--- config.mk ---
export PLATFORM = sky130hd
export DESIGN_NAME = dwpd_merge
export DESIGN_NICKNAME = d
export VERILOG_FILES = /design/src/dwpd_pkg.sv /design/src/dwpd_merge.sv
export SDC_FILE = /design/constraint.sdc
export NUM_CORES = 1
export LEC_CHECK = 0
export BUFFER_PORTS_ARGS = -buffer_cell sky130_fd_sc_hd__buf_2
export CELL_PAD_IN_SITES_DETAIL_PLACEMENT = 1
export CELL_PAD_IN_SITES_GLOBAL_PLACEMENT = 2
export CORE_MARGIN = 8
export CORE_UTILIZATION = 35
export DETAILED_ROUTE_END_ITERATION = 10
export PLACE_DENSITY = 0.76
export SYNTH_ARGS = -nofsm -noshare
export SYNTH_HDL_FRONTEND = slang
export SYNTH_SLANG_ARGS = --single-unit
--- constraint.sdc ---
create_clock -name clock -period 8.1 [get_ports clock]
set_clock_uncertainty 0.05 [all_clocks]
set_input_delay 1.62 -clock clock [delete_from_list [all_inputs] [get_ports clock]]
set_output_delay 1.62 -clock clock [all_outputs]
set_load 0.005 [all_outputs]
--- src/dwpd_pkg.sv ---
// Package with the shared types and constants of the dual-wheel PID drive.
`timescale 1ns / 1ps

package dwpd_pkg;

   localparam logic signed [16:0] SETTLE_BAND  = 17'sd5;
   localparam logic [15:0]        SETTLE_MS    = 16'd50;
   localparam logic [7:0]         CROSS_NUM    = 8'd245;
   localparam logic [6:0]         CROSS_DEN    = 7'd100;
   localparam logic [12:0]        CROSS_RECIP  = 13'd5243;
   localparam logic [25:0]        CROSS_SAT    = 26'd12800;
   localparam logic [6:0]         OUT_LIMIT    = 7'd127;
   localparam logic signed [63:0] ITERM_LIMIT  = 64'sh1000_0000_0000_0000;
   localparam logic [61:0]        Q28_ROUND    = 62'h0FFF_FFFF;

   typedef enum logic [2:0] {
      REG_TARGET  = 3'd0,
      REG_GAIN_P  = 3'd1,
      REG_GAIN_I  = 3'd2,
      REG_GAIN_D  = 3'd3,
      REG_MAX     = 3'd4,
      REG_MIN     = 3'd5,
      REG_REVERSE = 3'd6
   } csr_index_type;

   typedef struct packed {
      logic s1;
      logic s2;
      logic s3;
      logic s4;
      logic s5;
      logic s6;
   } pipe_en_type;

   typedef struct packed {
      logic signed [16:0] err_r;
      logic signed [16:0] err_l;
      logic signed [31:0] sum_r;
      logic signed [31:0] sum_l;
      logic signed [17:0] derr_r;
      logic signed [17:0] derr_l;
      logic signed [16:0] diff;
      logic               done;
   } stage1_type;

endpackage

--- src/dwpd_merge.sv ---
// Merging stage: cross correction of the right drive, direction and settle zeroing.
`timescale 1ns / 1ps

module dwpd_merge (
   input  logic                  clock,
   input  dwpd_pkg::pipe_en_type en,
   input  logic [1:0]            reverse_bits,
   input  logic signed [16:0]    diff,
   input  logic                  done,
   input  logic signed [7:0]     left_drive,
   input  logic signed [7:0]     right_drive,
   output logic signed [7:0]     left_out_ff,
   output logic signed [7:0]     right_out_ff,
   output logic                  settled_ff
);
   import dwpd_pkg::*;

   logic signed [24:0] k2_ff, k3_ff, k4_ff, k_in;
   logic               done2_ff, done3_ff, done4_ff, done5_ff;
   logic signed [25:0] x_ff, x_in;
   logic signed [7:0]  left5_ff;
   logic [25:0]        mag;
   logic [26:0]        prod;
   logic [6:0]         qmag;
   logic signed [7:0]  right_in, left_in;

   always_comb begin
      k_in = diff * $signed({1'b0, CROSS_NUM});
      x_in = $signed({1'b0, CROSS_DEN}) * right_drive + $signed({k4_ff[24], k4_ff});

      mag  = x_ff[25] ? -x_ff : x_ff;
      prod = mag[13:0] * CROSS_RECIP;
      if (mag >= CROSS_SAT) begin
         qmag = OUT_LIMIT;
      end else begin
         qmag = prod[25:19];
      end
      right_in = x_ff[25] ? -$signed({1'b0, qmag}) : $signed({1'b0, qmag});
      left_in  = left5_ff;
      if (reverse_bits[0]) begin
         right_in = -right_in;
      end
      if (reverse_bits[1]) begin
         left_in = -left_in;
      end
      if (done5_ff) begin
         right_in = '0;
         left_in  = '0;
      end
   end

   always_ff @(posedge clock) begin
      if (en.s2) begin
         k2_ff    <= k_in;
         done2_ff <= done;
      end
      if (en.s3) begin
         k3_ff    <= k2_ff;
         done3_ff <= done2_ff;
      end
      if (en.s4) begin
         k4_ff    <= k3_ff;
         done4_ff <= done3_ff;
      end
      if (en.s5) begin
         x_ff     <= x_in;
         left5_ff <= left_drive;
         done5_ff <= done4_ff;
      end
      if (en.s6) begin
         left_out_ff  <= left_in;
         right_out_ff <= right_in;
         settled_ff   <= done5_ff;
      end
   end

endmodule

==> flow_summary.toml <==
[status]
outcome = "complete, but fails checks"
failed_checks = "negative setup slack"

[floorplanning]
fp.dieW_um = 211
core_area_um2 = 37600
die_area_um2 = 44500
ios = 60
start_util_pct = 35.4
row_count = 71
fp.dieH_um = 211

[sta]
final_hold_viol_count = 0
layout_min_cycle_time_ns = 8.19
maxSlewViolCount = 0
fmax_ghz = 0.122
setup_violations = 1
worst_slack_ns = -0.0883
worst_pin_slew_ns = 0.730
slew_headroom_pct = 51.4
min_period_over_period_pct = 101
rsz0062_at_grt = "yes"

[place]
post-place-ws_ns = -0.479
dp_hpwl_mm = 24.4
dp.cells = 1895
port_buffers = 58
routabilityCongestion = 0.795

[global_routing]
antenna_found_initial = 2
gr-usage-all-layers_pct = 13.3
grt_pass1_wl_mm = 48.6
gr-total-overflow = 0
first_global_vias = 10300
grt_max_degree = 36

[layout]
multiInputGateArea_um2 = 8740
fin_cells = 1955
register_area_um2 = 3900
fill_cells = 4192
finalNetCount = 1814
final_common_cell = "inv_1"
area_delta_synth_final_pct = 20.7
final_util_pct = 42.8
drive_gt1_share_pct = 19.7
layout_common_cells = "inv_1, ha_1, edfxtp_1, fa_1, buf_4"

[logic_synthesis]
ys_seq_area_share_pct = 29.3
syn-cell-area_um2 = 13300
ys.flop_type = "edfxtp_1"
ys_warn_count = 0
syn-num-nets = 1630
syn_avg_cell_area_um2 = 10.7
synthArstFlopShare_pct = 0
yosys.cell_types.count = 70
synthCells = 1245
ys_seq_elements = 130
synth_edf_count = 130

[worst_setup_path]
start_kind = "flop"
crit_buf_inv = 8
slowest_delay_ns = 0.51
slowest_stage = "fa_1"
cp-end-kind = "flop"
cpMostUsedCell = "inv_2"
path_max_fanout = 4
crit_family = "adder cells"
worstPathArrival_ns = 8.31
path_class = "reg2reg"
crit_required_ns = 8.22

[detailed_routing]
vias = 9211
first_iter_violations = 242
wl_mm = 28.6
dr.pass1.iters = 4
post_drt_wl_per_cell_um = 14.6
drc = 0
routed_via_density = 4.71
antenna_left = 0

[clocking]
cts-hold-fix-buffers = 0
clock_path_buffers = 2
cts_tree = "yes"
htreeDepth = 4
cts_root_buf = "clkbuf_16"
clk_latency_ns = 0.42
cts-buffers-inserted = 17
cts_sinks = 130
clk_pin_slew_ns = 0.07

[run]
max_cap_viol_count = 0

[min_path]
min-delay-path-class = "reg2reg"
[path summary, 6_finish.rpt]
path                                from               to  slack [ns]  cells past startpoint
worst max-delay path             x_ff[1]  right_out_ff[7]       -0.09                     35
worst min-delay path            k3_ff[0]         k4_ff[0]        0.36                      0
worst max register to register   x_ff[1]  right_out_ff[7]       -0.09                     35
worst min register to register  k3_ff[0]         k4_ff[0]        0.36                      0
[final cells by class]
type                    count  area share, %
well taps                 511           3.98
flip-flops and latches    130           24.3
repair buffers            175           7.49
multi-input cells         834           54.3
inverters                 271           6.33
diodes                      2         0.0311
clock inverters            15          0.911
clock buffers              17           2.65
[Yosys cell counts, types with 8 or more instances]
master / n / area share [%]
nor3_1: 24 / 0.90
xnor2_1: 51 / 3.4
nor2b_1: 12 / 0.56
a211oi_1: 11 / 0.62
fa_1: 124 / 19
o31ai_1: 8 / 0.45
a21oi_1: 48 / 1.8
nor2_1: 67 / 1.9
o21bai_1: 14 / 0.79
inv_1: 271 / 7.6
a31oi_1: 9 / 0.42
o21ai_0: 25 / 0.94
xor2_1: 32 / 2.1
edfxtp_1: 130 / 29
ha_1: 218 / 20
or3_1: 12 / 0.56
nand2_1: 42 / 1.2
a21o_1: 14 / 0.79
nand3_1: 16 / 0.60
[sequential cells by signal, summed over array words and instances (netlist names)]
signal	cells
k2_ff	25
x_ff	26
k4_ff	25
k3_ff	25
done4_ff	1
left5_ff	8
left_out_ff	8
done5_ff	1
done2_ff	1
done3_ff	1
right_out_ff	8
settled_ff	1
[stage by stage]
stage | hold slack, ns | area (um^2) | setup TNS (ns)
after detailed placement | 0.356 | 15000 | -1.13
after global routing | 0.366 | 16100 | -1.31
after CTS | 0.363 | 15900 | -0.270
after global placement | 0.351 | 15000 | -0.598
final | 0.360 | 16100 | -0.0883
after floorplan | 0.350 | 13400 | 0
[layer usage]
metal	track usage [%]	vias to the layer above	part of all wire, %	wire, um
met5	0	-	0	0
met4	3.19	0	1.4	407
met3	1.87	19	1.2	331
met2	25.6	55	54	15600
met1	15.1	4540	43	12300
li1	-	4597	-	-
[cell families (layout without fill, tap and decap cells)]
group / Yosys count / in the layout / synth area share [%]
buffers and inverters: 281 / 478 / 7.99
xor gates and xnor gates: 83 / 83 / 5.46
adders and majority gates: 342 / 342 / 39.1
DFF: 130 / 130 / 29.3
other: 0 / 2 / 0
and+or+nand+nor: 229 / 229 / 8.82
AOI/OAI and AO/OA: 174 / 174 / 8.81
muxes: 6 / 6 / 0.479
[worst reg2reg max path: cells and delay by family (launching register included)]
family                     cells  cell delay [ns]
xor gates and xnor gates       2             0.43
adders and majority gates      8             2.53
muxes                          1             0.34
and+or+nand+nor                8             1.80
AOI/OAI and AO/OA              8             1.73
buffers and inverters          8             0.67
DFF                            1             0.42
[repair_timing]
| item | 4_1_cts | 5_1_grt |
|---|---|---|
| setup buffers | 20 | 6 |
| gates resized for setup | 27 | 34 |
| endpoints found under the setup margin | 4 | 4 |
| pin swaps | 33 | 34 |
Power is left out: the tool's default activity adds up to more than one toggle a clock period on the data nets, which glitch-free logic cannot reach.
