===== src/dwpd_pkg.sv =====
// Package with the shared types and constants of the dual-wheel PID drive.
`timescale 1ns / 1ps

package dwpd_pkg;

   localparam logic signed [16:0] SETTLE_BAND  = 17'sd5;
   localparam logic [15:0]        SETTLE_MS    = 16'd50;
   localparam logic [7:0]         CROSS_NUM    = 8'd245;
   localparam logic [6:0]         CROSS_DEN    = 7'd100;
   localparam logic [12:0]        CROSS_RECIP  = 13'd5243;
   localparam logic [25:0]        CROSS_SAT    = 26'd12800;
   localparam logic [6:0]         OUT_LIMIT    = 7'd127;
   localparam logic signed [63:0] ITERM_LIMIT  = 64'sh1000_0000_0000_0000;
   localparam logic [61:0]        Q28_ROUND    = 62'h0FFF_FFFF;

   typedef enum logic [2:0] {
      REG_TARGET  = 3'd0,
      REG_GAIN_P  = 3'd1,
      REG_GAIN_I  = 3'd2,
      REG_GAIN_D  = 3'd3,
      REG_MAX     = 3'd4,
      REG_MIN     = 3'd5,
      REG_REVERSE = 3'd6
   } csr_index_type;

   typedef struct packed {
      logic s1;
      logic s2;
      logic s3;
      logic s4;
      logic s5;
      logic s6;
   } pipe_en_type;

   typedef struct packed {
      logic signed [16:0] err_r;
      logic signed [16:0] err_l;
      logic signed [31:0] sum_r;
      logic signed [31:0] sum_l;
      logic signed [17:0] derr_r;
      logic signed [17:0] derr_l;
      logic signed [16:0] diff;
      logic               done;
   } stage1_type;

endpackage


===== src/dwpd_state.sv =====
// Front stage: wheel errors, deltas and difference, saturating integrals, settle timer and done flag.
`timescale 1ns / 1ps

module dwpd_state (
   input  logic                 clock,
   input  logic                 reset,
   input  dwpd_pkg::pipe_en_type en,
   input  logic                 accept,
   input  logic                 start_req,
   input  logic signed [15:0]   right_count,
   input  logic signed [15:0]   left_count,
   input  logic [7:0]           elapsed_ms,
   input  logic [14:0]          target_count,
   output dwpd_pkg::stage1_type s1_ff
);
   import dwpd_pkg::*;

   logic signed [31:0] rsum_ff, rsum_in, lsum_ff, lsum_in;
   logic signed [16:0] rprev_ff, rprev_in, lprev_ff, lprev_in;
   logic [15:0]        timer_ff, timer_in;
   logic               done_ff, done_in;
   stage1_type         s1_in;

   logic signed [31:0] rsum_cur, lsum_cur, rsum_new, lsum_new;
   logic signed [16:0] rprev_cur, lprev_cur;
   logic [15:0]        timer_cur, timer_new;
   logic               done_cur;
   logic signed [16:0] rcx, lcx, ra, la, re, le;
   logic [16:0]        tsum;
   logic               out_band;

   function automatic logic signed [31:0] sat_add(input logic signed [31:0] s,
                                                  input logic signed [16:0] e);
      logic signed [32:0] t;
      begin
         t = {s[31], s} + {{16{e[16]}}, e};
         if (t[32] != t[31]) begin
            sat_add = t[32] ? 32'sh8000_0000 : 32'sh7FFF_FFFF;
         end else begin
            sat_add = t[31:0];
         end
      end
   endfunction

   always_comb begin
      rsum_cur  = start_req ? '0 : rsum_ff;
      lsum_cur  = start_req ? '0 : lsum_ff;
      rprev_cur = start_req ? '0 : rprev_ff;
      lprev_cur = start_req ? '0 : lprev_ff;
      timer_cur = start_req ? '0 : timer_ff;
      done_cur  = start_req ? 1'b0 : done_ff;

      rcx = {right_count[15], right_count};
      lcx = {left_count[15], left_count};
      ra  = right_count[15] ? -rcx : rcx;
      la  = left_count[15] ? -lcx : lcx;
      re  = $signed({2'b00, target_count}) - ra;
      le  = $signed({2'b00, target_count}) - la;

      rsum_new = sat_add(rsum_cur, re);
      lsum_new = sat_add(lsum_cur, le);

      tsum      = {1'b0, timer_cur} + {9'b0, elapsed_ms};
      timer_new = tsum[16] ? 16'hFFFF : tsum[15:0];
      out_band  = (re > SETTLE_BAND) || (re < -SETTLE_BAND) ||
                  (le > SETTLE_BAND) || (le < -SETTLE_BAND);
      if (out_band) begin
         timer_new = '0;
      end

      if (done_cur) begin
         rsum_in  = rsum_cur;
         lsum_in  = lsum_cur;
         rprev_in = rprev_cur;
         lprev_in = lprev_cur;
         timer_in = timer_cur;
         done_in  = done_cur;
      end else begin
         rsum_in  = rsum_new;
         lsum_in  = lsum_new;
         rprev_in = re;
         lprev_in = le;
         timer_in = timer_new;
         done_in  = timer_new > SETTLE_MS;
      end

      s1_in.err_r  = re;
      s1_in.err_l  = le;
      s1_in.sum_r  = rsum_new;
      s1_in.sum_l  = lsum_new;
      s1_in.derr_r = {re[16], re} - {rprev_cur[16], rprev_cur};
      s1_in.derr_l = {le[16], le} - {lprev_cur[16], lprev_cur};
      s1_in.diff   = la - ra;
      s1_in.done   = done_in;
   end

   always_ff @(posedge clock) begin
      if (reset) begin
         rsum_ff  <= '0;
         lsum_ff  <= '0;
         rprev_ff <= '0;
         lprev_ff <= '0;
         timer_ff <= '0;
         done_ff  <= 1'b0;
      end else if (accept) begin
         rsum_ff  <= rsum_in;
         lsum_ff  <= lsum_in;
         rprev_ff <= rprev_in;
         lprev_ff <= lprev_in;
         timer_ff <= timer_in;
         done_ff  <= done_in;
      end
   end

   always_ff @(posedge clock) begin
      if (en.s1) begin
         s1_ff <= s1_in;
      end
   end

endmodule


===== config.mk =====
export PLATFORM = sky130hd
export DESIGN_NAME = dwpd_state
export DESIGN_NICKNAME = d
export VERILOG_FILES = /design/src/dwpd_pkg.sv /design/src/dwpd_state.sv
export SDC_FILE = /design/constraint.sdc
export NUM_CORES = 1
export LEC_CHECK = 0
export BUFFER_PORTS_ARGS = -buffer_cell sky130_fd_sc_hd__buf_2
export CAP_MARGIN = 30
export CORE_MARGIN = 3
export CORE_UTILIZATION = 54
export CTS_CLUSTER_SIZE = 24
export DETAILED_ROUTE_END_ITERATION = 6
export PLACE_DENSITY_LB_ADDON = 0.3
export SYNTH_ARGS = -nofsm -noshare
export SYNTH_HDL_FRONTEND = slang
export SYNTH_SLANG_ARGS = --single-unit

===== constraint.sdc =====
create_clock -name clock -period 8.15 [get_ports clock]
set_clock_uncertainty 0.05 [all_clocks]
set_input_delay 0.815 -clock clock [delete_from_list [all_inputs] [get_ports clock]]
set_output_delay 0.815 -clock clock [all_outputs]
set_load 0.005 [all_outputs]

==> results of run 1 <==
[tightest hold or removal path, stage by stage (launching register included)]
cell     delay, ns
dfxtp_1       0.31
nand2_1       0.05
o21ai_1       0.05
[area by class of cell]
type	instances	area share
diodes	2	0.000239
clock buffers	32	0.0347
clock inverters	20	0.0111
inverters	112	0.0201
multi-input cells	1582	0.509
flip-flops and latches	267	0.328
well taps	442	0.0264
repair buffers	261	0.0708
[registers in the layout, indices dropped and copies added, names as in the netlist]
signal and count:
lprev_ff 17, s1_ff 152, rsum_ff 32, done_ff 1
lsum_ff 32, rprev_ff 17, timer_ff 16
[how the worst min path moves through the flow]
stage,start,to,cells after the start
finish,timer_ff[3],timer_ff[3],2
global route,lsum_ff[6],lsum_ff[6],2
CTS,timer_ff[3],timer_ff[3],2
detailed placement,timer_ff[0],timer_ff[0],2
global placement,lsum_ff[0],lsum_ff[0],2
floorplan,lsum_ff[0],lsum_ff[0],2
[through the flow]
stage / cell area [sq um] / utilization / std cells / power (uW)
after floorplan: 18200 / - / 2031 / 3880
after global placement: 19900 / 0.607 / 2663 / 4740
after detailed placement: 19900 / 0.607 / 2663 / 4810
after CTS: 20900 / 0.636 / 2715 / 6160
after global routing: 20900 / 0.637 / 2718 / 6550
final: 20900 / 0.637 / 2718 / 6160
[placed cells by master (no fill, tap or decap), types with 12 or more instances in the layout]
cell type  Yosys  final
buf_2          3    210
a21boi_0      18     18
o21a_1        28     28
inv_1        110    110
ha_1         132    132
nand2_1      229    228
edfxtp_1     152    152
a21o_1        59     59
nand3_1       26     26
clkbuf_16      0     28
and3_1        27     27
buf_4          4     47
nor2_1       189    187
nor3_1        36     36
xor2_1        43     43
a211oi_1      21     21
or3_1         19     19
o211ai_1      16     16
xnor2_1      102    102
nor4_1        14     14
nand4_1       14     14
maj3_1        28     28
o21bai_1      14     14
dfxtp_1      115    115
o21ai_0      109    108
nor2b_1       99     99
o21ai_1       14     15
a21oi_1      129    129
nand2b_1      12     12
o31ai_1       12     12
[where the power goes]
group / total, uW / internal [uW] / switching, uW
sequential: 2040 / 1920 / 121
clock: 1330 / 771 / 555
combinational: 2800 / 1160 / 1630
[layer usage]
metal / vias up / wire [microns] / GRT usage
met2: 585 / 21400 / 0.414
met1: 7494 / 22100 / 0.376
met4: 4 / 1500 / 0.0873
met3: 104 / 3470 / 0.0387
met5: - / 22 / 0
li1: 7723 / - / -
[cells by family (layout without fill, tap and decap cells)]
logic type               after synthesis  in the layout  share of synthesized area
AO/OA/AOI/OAI                        535            535                      0.198
XOR/XNOR                             150            150                     0.0747
adder cells (fa/ha/maj)              174            174                      0.118
buffers and inverters                182            425                     0.0397
flip-flops                           267            267                      0.377
multiplexers                           7              7                    0.00412
other                                  0              2                          0
AND/OR/NAND/NOR                      716            716                      0.188
==> results.sh, run 1 <==
export IMPL_start_util=0.555
export IMPL_syn_avg_cell_area_sq_um=8.98
export IMPL_rows=66
export IMPL_cts_made_buffers=28
export IMPL_ys_types=98
export IMPL_cts_tree="done"
export IMPL_synth_ff_latch_count=267
export IMPL_p_per_area_nw_per_um2=294
export IMPL_synth_common_cells="229 x nand2_1, 189 x nor2_1, 152 x edfxtp_1"
export IMPL_start_kind="input port"
export IMPL_fillers=2812
export IMPL_rr_endpoint="rsum_ff[18]"
export IMPL_yosysWarnings=0
export IMPL_ys_flop_type="edfxtp_1"
export IMPL_syn_area_sq_um=18200
export IMPL_fmax_mhz=137
export IMPL_preCtsSetupSlack_ns=0.477
export IMPL_ys_seq_area_frac=0.377
export IMPL_cts_resized=0
export IMPL_grt_pass1_wl_microns=77900
export IMPL_portBuffers=211
export IMPL_synth_edff_count=152
export IMPL_cts_hold_buf=0
export IMPL_cts_root_buf="clkbuf_16"
export IMPL_io_pins=217
export IMPL_layout_setup_ws_ns=0.863
export IMPL_multi_input_area_sq_um=10700
export IMPL_ir_worst_vdd_mv=0.192
export IMPL_clk_pin_slew_ns=0.07
export IMPL_worst_r2r_startpoint="rsum_ff[1]"
export IMPL_synth_top_area_cell="edfxtp_1"
export IMPL_period_share=0.894
export IMPL_rsz0062_at_grt="false"
export IMPL_first_global_vias=15200
export IMPL_first_iter_violations=1260
export IMPL_routedWlPerCell_microns=17.8
export IMPL_tns_ns=0
export IMPL_max_stage_delay_ns=0.87
export IMPL_crit_buf_inv=4
export IMPL_hpwl_microns=35900
export IMPL_endpoint="rsum_ff[0]"
export IMPL_slew_viol_final=0
export IMPL_finish_net_count=2457
export IMPL_drive_gt1_frac=0.166
export IMPL_hold_violations=0
export IMPL_post_route_min_period_ns=7.29
export IMPL_leakagePower_uw=0.00903
export IMPL_hp_class="reg -> reg"
export IMPL_synth_top_area_frac=0.250
export IMPL_synthMostInstantiatedCell="nand2_1"
export IMPL_overflow=0
export IMPL_num_vias=15900
export IMPL_drc=0
export IMPL_seqCellArea_sq_um=6870
export IMPL_slew_limit_headroom=0.356
export IMPL_cpMaxStageDelayCell="o32ai_4"
export IMPL_clk_path_buf_depth=3
export IMPL_cp_required_ns=8.56
export IMPL_setup_worst_path_start="right_count[0]"
export IMPL_crit_path_end_kind="flip-flop"
export IMPL_path_max_fanout=17
export IMPL_r2r_slack_ns=3.30
export IMPL_worst_skew_pair_late_latency_ns=0.55
export IMPL_synthCells=2031
export IMPL_clock_sinks=267
export IMPL_dieArea_sq_um=36000
export IMPL_async_flop_share=0
export IMPL_viasPerCell=5.85
export IMPL_htreeDepth=1
export IMPL_grt_use_total=0.264
export IMPL_rr_worst_depth=19
export IMPL_final_antenna_net_count=0
export IMPL_die_w_microns=190
export IMPL_gp_congestion=0.963
export IMPL_whs_ns=0.392
export IMPL_setup_viol=0
export IMPL_arrival_ns=7.69
export IMPL_grt_antenna_before_repair=4
export IMPL_cp_depth=28
export IMPL_tightest_slew_ns=0.966
export IMPL_synth_top_cells_by_area="edfxtp_1 25%, dfxtp_1 13%, ha_1 9.1%"
export IMPL_grt_max_degree=78
export IMPL_syn2layout_area_growth_pct=14.8
export IMPL_core_area_sq_um=32900
export IMPL_cts_setup_buffers=0
export IMPL_cp_common_cell="inv_1"
export IMPL_die_h_microns=190
export IMPL_critPathTopFamily="compound AO/OA/AOI/OAI gates"
export IMPL_critical_path_class="in -> reg"
export IMPL_drt_wl_total_microns=48500
export IMPL_synth_nets=2236
export IMPL_status="complete, no violations"
export IMPL_dr_pass1_iters=5
export IMPL_drv_cap=0
(Power assumes the default switching activity.)
==> inputs of run 2 (changes only) <==
--- a/config.mk
+++ b/config.mk
@@ -9,3 +9,3 @@
 export CAP_MARGIN = 30
-export CORE_MARGIN = 3
+export CORE_MARGIN = 2
 export CORE_UTILIZATION = 54
==> constraint.sdc (replaced) <==
create_clock -name clock -period 8.15 [get_ports clock]
set_clock_uncertainty 0.05 [all_clocks]
set_input_delay 1.63 -clock clock [delete_from_list [all_inputs] [get_ports clock]]
set_output_delay 1.63 -clock clock [all_outputs]
set_load 0.005 [all_outputs]
==> results.sh, run 2 (same netlist as run 1, synthesis figures left out) <==
export IMPL_preCtsSetupSlack_ns=0.0446
export IMPL_met3_length_microns=3410
export IMPL_rr_endpoint="lsum_ff[20]"
export IMPL_hpwl_microns=37400
export IMPL_worst_r2r_startpoint="lsum_ff[1]"
export IMPL_cts_tree="done"
export IMPL_routedWlPerCell_microns=18.0
export IMPL_portBuffers=211
export IMPL_arrival_ns=7.99
export IMPL_rsz0062_at_grt="false"
export IMPL_drt_wl_total_microns=50200
export IMPL_p_comb_frac=0.468
export IMPL_clk_path_buf_depth=3
export IMPL_ir_worst_vdd_mv=0.196
export IMPL_drv_cap=0
export IMPL_io_pins=217
export IMPL_finish_net_count=2525
export IMPL_clock_sinks=267
export IMPL_cpMaxStageDelayCell="xor2_1"
export IMPL_layout_commonest_cell="nand2_1"
export IMPL_crit_path_end_kind="flip-flop"
export IMPL_finalNonFillerCells=2791
export IMPL_first_global_vias=15300
export IMPL_largest_register_ffs=152
export IMPL_clk_pin_slew_ns=0.06
export IMPL_worst_skew_pair_late_latency_ns=0.58
export IMPL_core_area_sq_um=33400
export IMPL_top_layer="met5"
export IMPL_drive_gt1_frac=0.190
export IMPL_tightest_slew_ns=0.910
export IMPL_period_share=0.931
export IMPL_setup_viol=0
export IMPL_final_antenna_net_count=0
export IMPL_r2r_slack_ns=3.46
export IMPL_top_regs="s1_ff x152, lsum_ff x32, rsum_ff x32"
export IMPL_crit_buf_inv=4
export IMPL_layout_setup_ws_ns=0.563
export IMPL_cts_made_buffers=29
export IMPL_place_inst=2734
export IMPL_hold_violations=0
export IMPL_rows=67
export IMPL_htreeDepth=1
export IMPL_p_per_area_nw_per_um2=296
export IMPL_viasPerCell=5.74
export IMPL_final_cell_mix="228 x nand2_1, 211 x buf_2, 188 x nor2_1, 152 x edfxtp_1, 132 x ha_1"
export IMPL_p_clk_frac=0.210
export IMPL_slew_viol_final=0
export IMPL_cts_root_buf="clkbuf_16"
export IMPL_hold_path_endpoint="timer_ff[5]"
export IMPL_fmax_mhz=132
export IMPL_whs_ns=0.390
export IMPL_syn2layout_area_growth_pct=17.5
export IMPL_drc=0
export IMPL_die_h_microns=188
export IMPL_drt_met1_wl_microns=22600
export IMPL_fillers=2906
export IMPL_max_stage_delay_ns=0.49
export IMPL_dieArea_sq_um=35300
export IMPL_dr_pass1_iters=5
export IMPL_grt_use_total=0.280
export IMPL_die_w_microns=188
export IMPL_wl_met2_microns=22500
export IMPL_num_vias=16000
export IMPL_grt_max_degree=98
export IMPL_setup_worst_path_start="left_count[4]"
export IMPL_post_route_min_period_ns=7.59
export IMPL_p_seq_frac=0.322
export IMPL_cp_required_ns=8.55
export IMPL_grt_antenna_before_repair=2
export IMPL_holdPathStages=2
export IMPL_hp_class="reg -> reg"
export IMPL_start_util=0.546
export IMPL_path_max_fanout=21
export IMPL_p_int_uw=3960
export IMPL_status="complete, no violations"
export IMPL_leakagePower_uw=0.00935
export IMPL_p_sw_uw=2380
export IMPL_gp_congestion=0.909
export IMPL_min_from="timer_ff[5]"
export IMPL_overflow=0
export IMPL_critPathTopFamily="compound AO/OA/AOI/OAI gates"
export IMPL_critical_path_class="in -> reg"
export IMPL_switching_share=0.375
export IMPL_start_kind="input port"
export IMPL_rr_worst_depth=17
export IMPL_grt_pass1_wl_microns=79800
export IMPL_tns_ns=0
export IMPL_first_iter_violations=1193
export IMPL_cts_hold_buf=0
export IMPL_slew_limit_headroom=0.393
export IMPL_top_register="s1_ff"
-- run 2: power by group through the flow --
stage	Clock [uW]	Combinational (uW)	Sequential, uW
after detailed placement	0	2900	2060
after global placement	0	2840	2050
after global routing	1410	3240	2070
after CTS	1350	2930	2040
after floorplan	0	1810	2070
final	1330	2960	2040
-- run 2: cell type report --
class                           instances  area (sq um)  area share
Tap cell                              448           561      0.0262
Clock buffer                           35           758      0.0354
Clock inverter                         18           194     0.00905
Timing Repair Buffer                  328          1960      0.0916
Sequential cell                       267          6870       0.321
Antenna cell                            1          2.50    0.000117
Multi-Input combinational cell       1582         10700       0.497
Inverter                              112           420      0.0196
-- run 2: worst min-delay path: stages (launching register included) --
cell,delay [ns]
dfxtp_1,0.30
nand2_1,0.05
o21ai_1,0.05
-- run 2: repair_timing --
item,4_1_cts,5_1_grt
gates resized for setup,0,1
setup buffers,0,2
endpoints found under the setup margin,0,14
-- run 2: worst max path at each step --
stage	endpoint	cells past startpoint
3_5_place_dp	lsum_ff[0]	29
2_1_floorplan	s1_ff[116]	33
5_1_grt	s1_ff[83]	29
3_3_place_gp	lsum_ff[20]	31
6_report	lsum_ff[20]	27
4_1_cts	lsum_ff[14]	29
-- run 2: per-layer routing --
layer | track usage | vias to the layer above
met2 | 0.453 | 548
met3 | 0.0442 | 89
met4 | 0.0921 | 2
met5 | 0 | -
met1 | 0.385 | 7529
li1 | - | 7858
-- run 2: through the flow --
step | util | power (uW) | cell area [sq um]
after floorplan | - | 3880 | 18200
after global placement | 0.613 | 4890 | 20400
after detailed placement | 0.613 | 4960 | 20400
after CTS | 0.641 | 6320 | 21400
after global routing | 0.642 | 6720 | 21400
final | 0.642 | 6330 | 21400
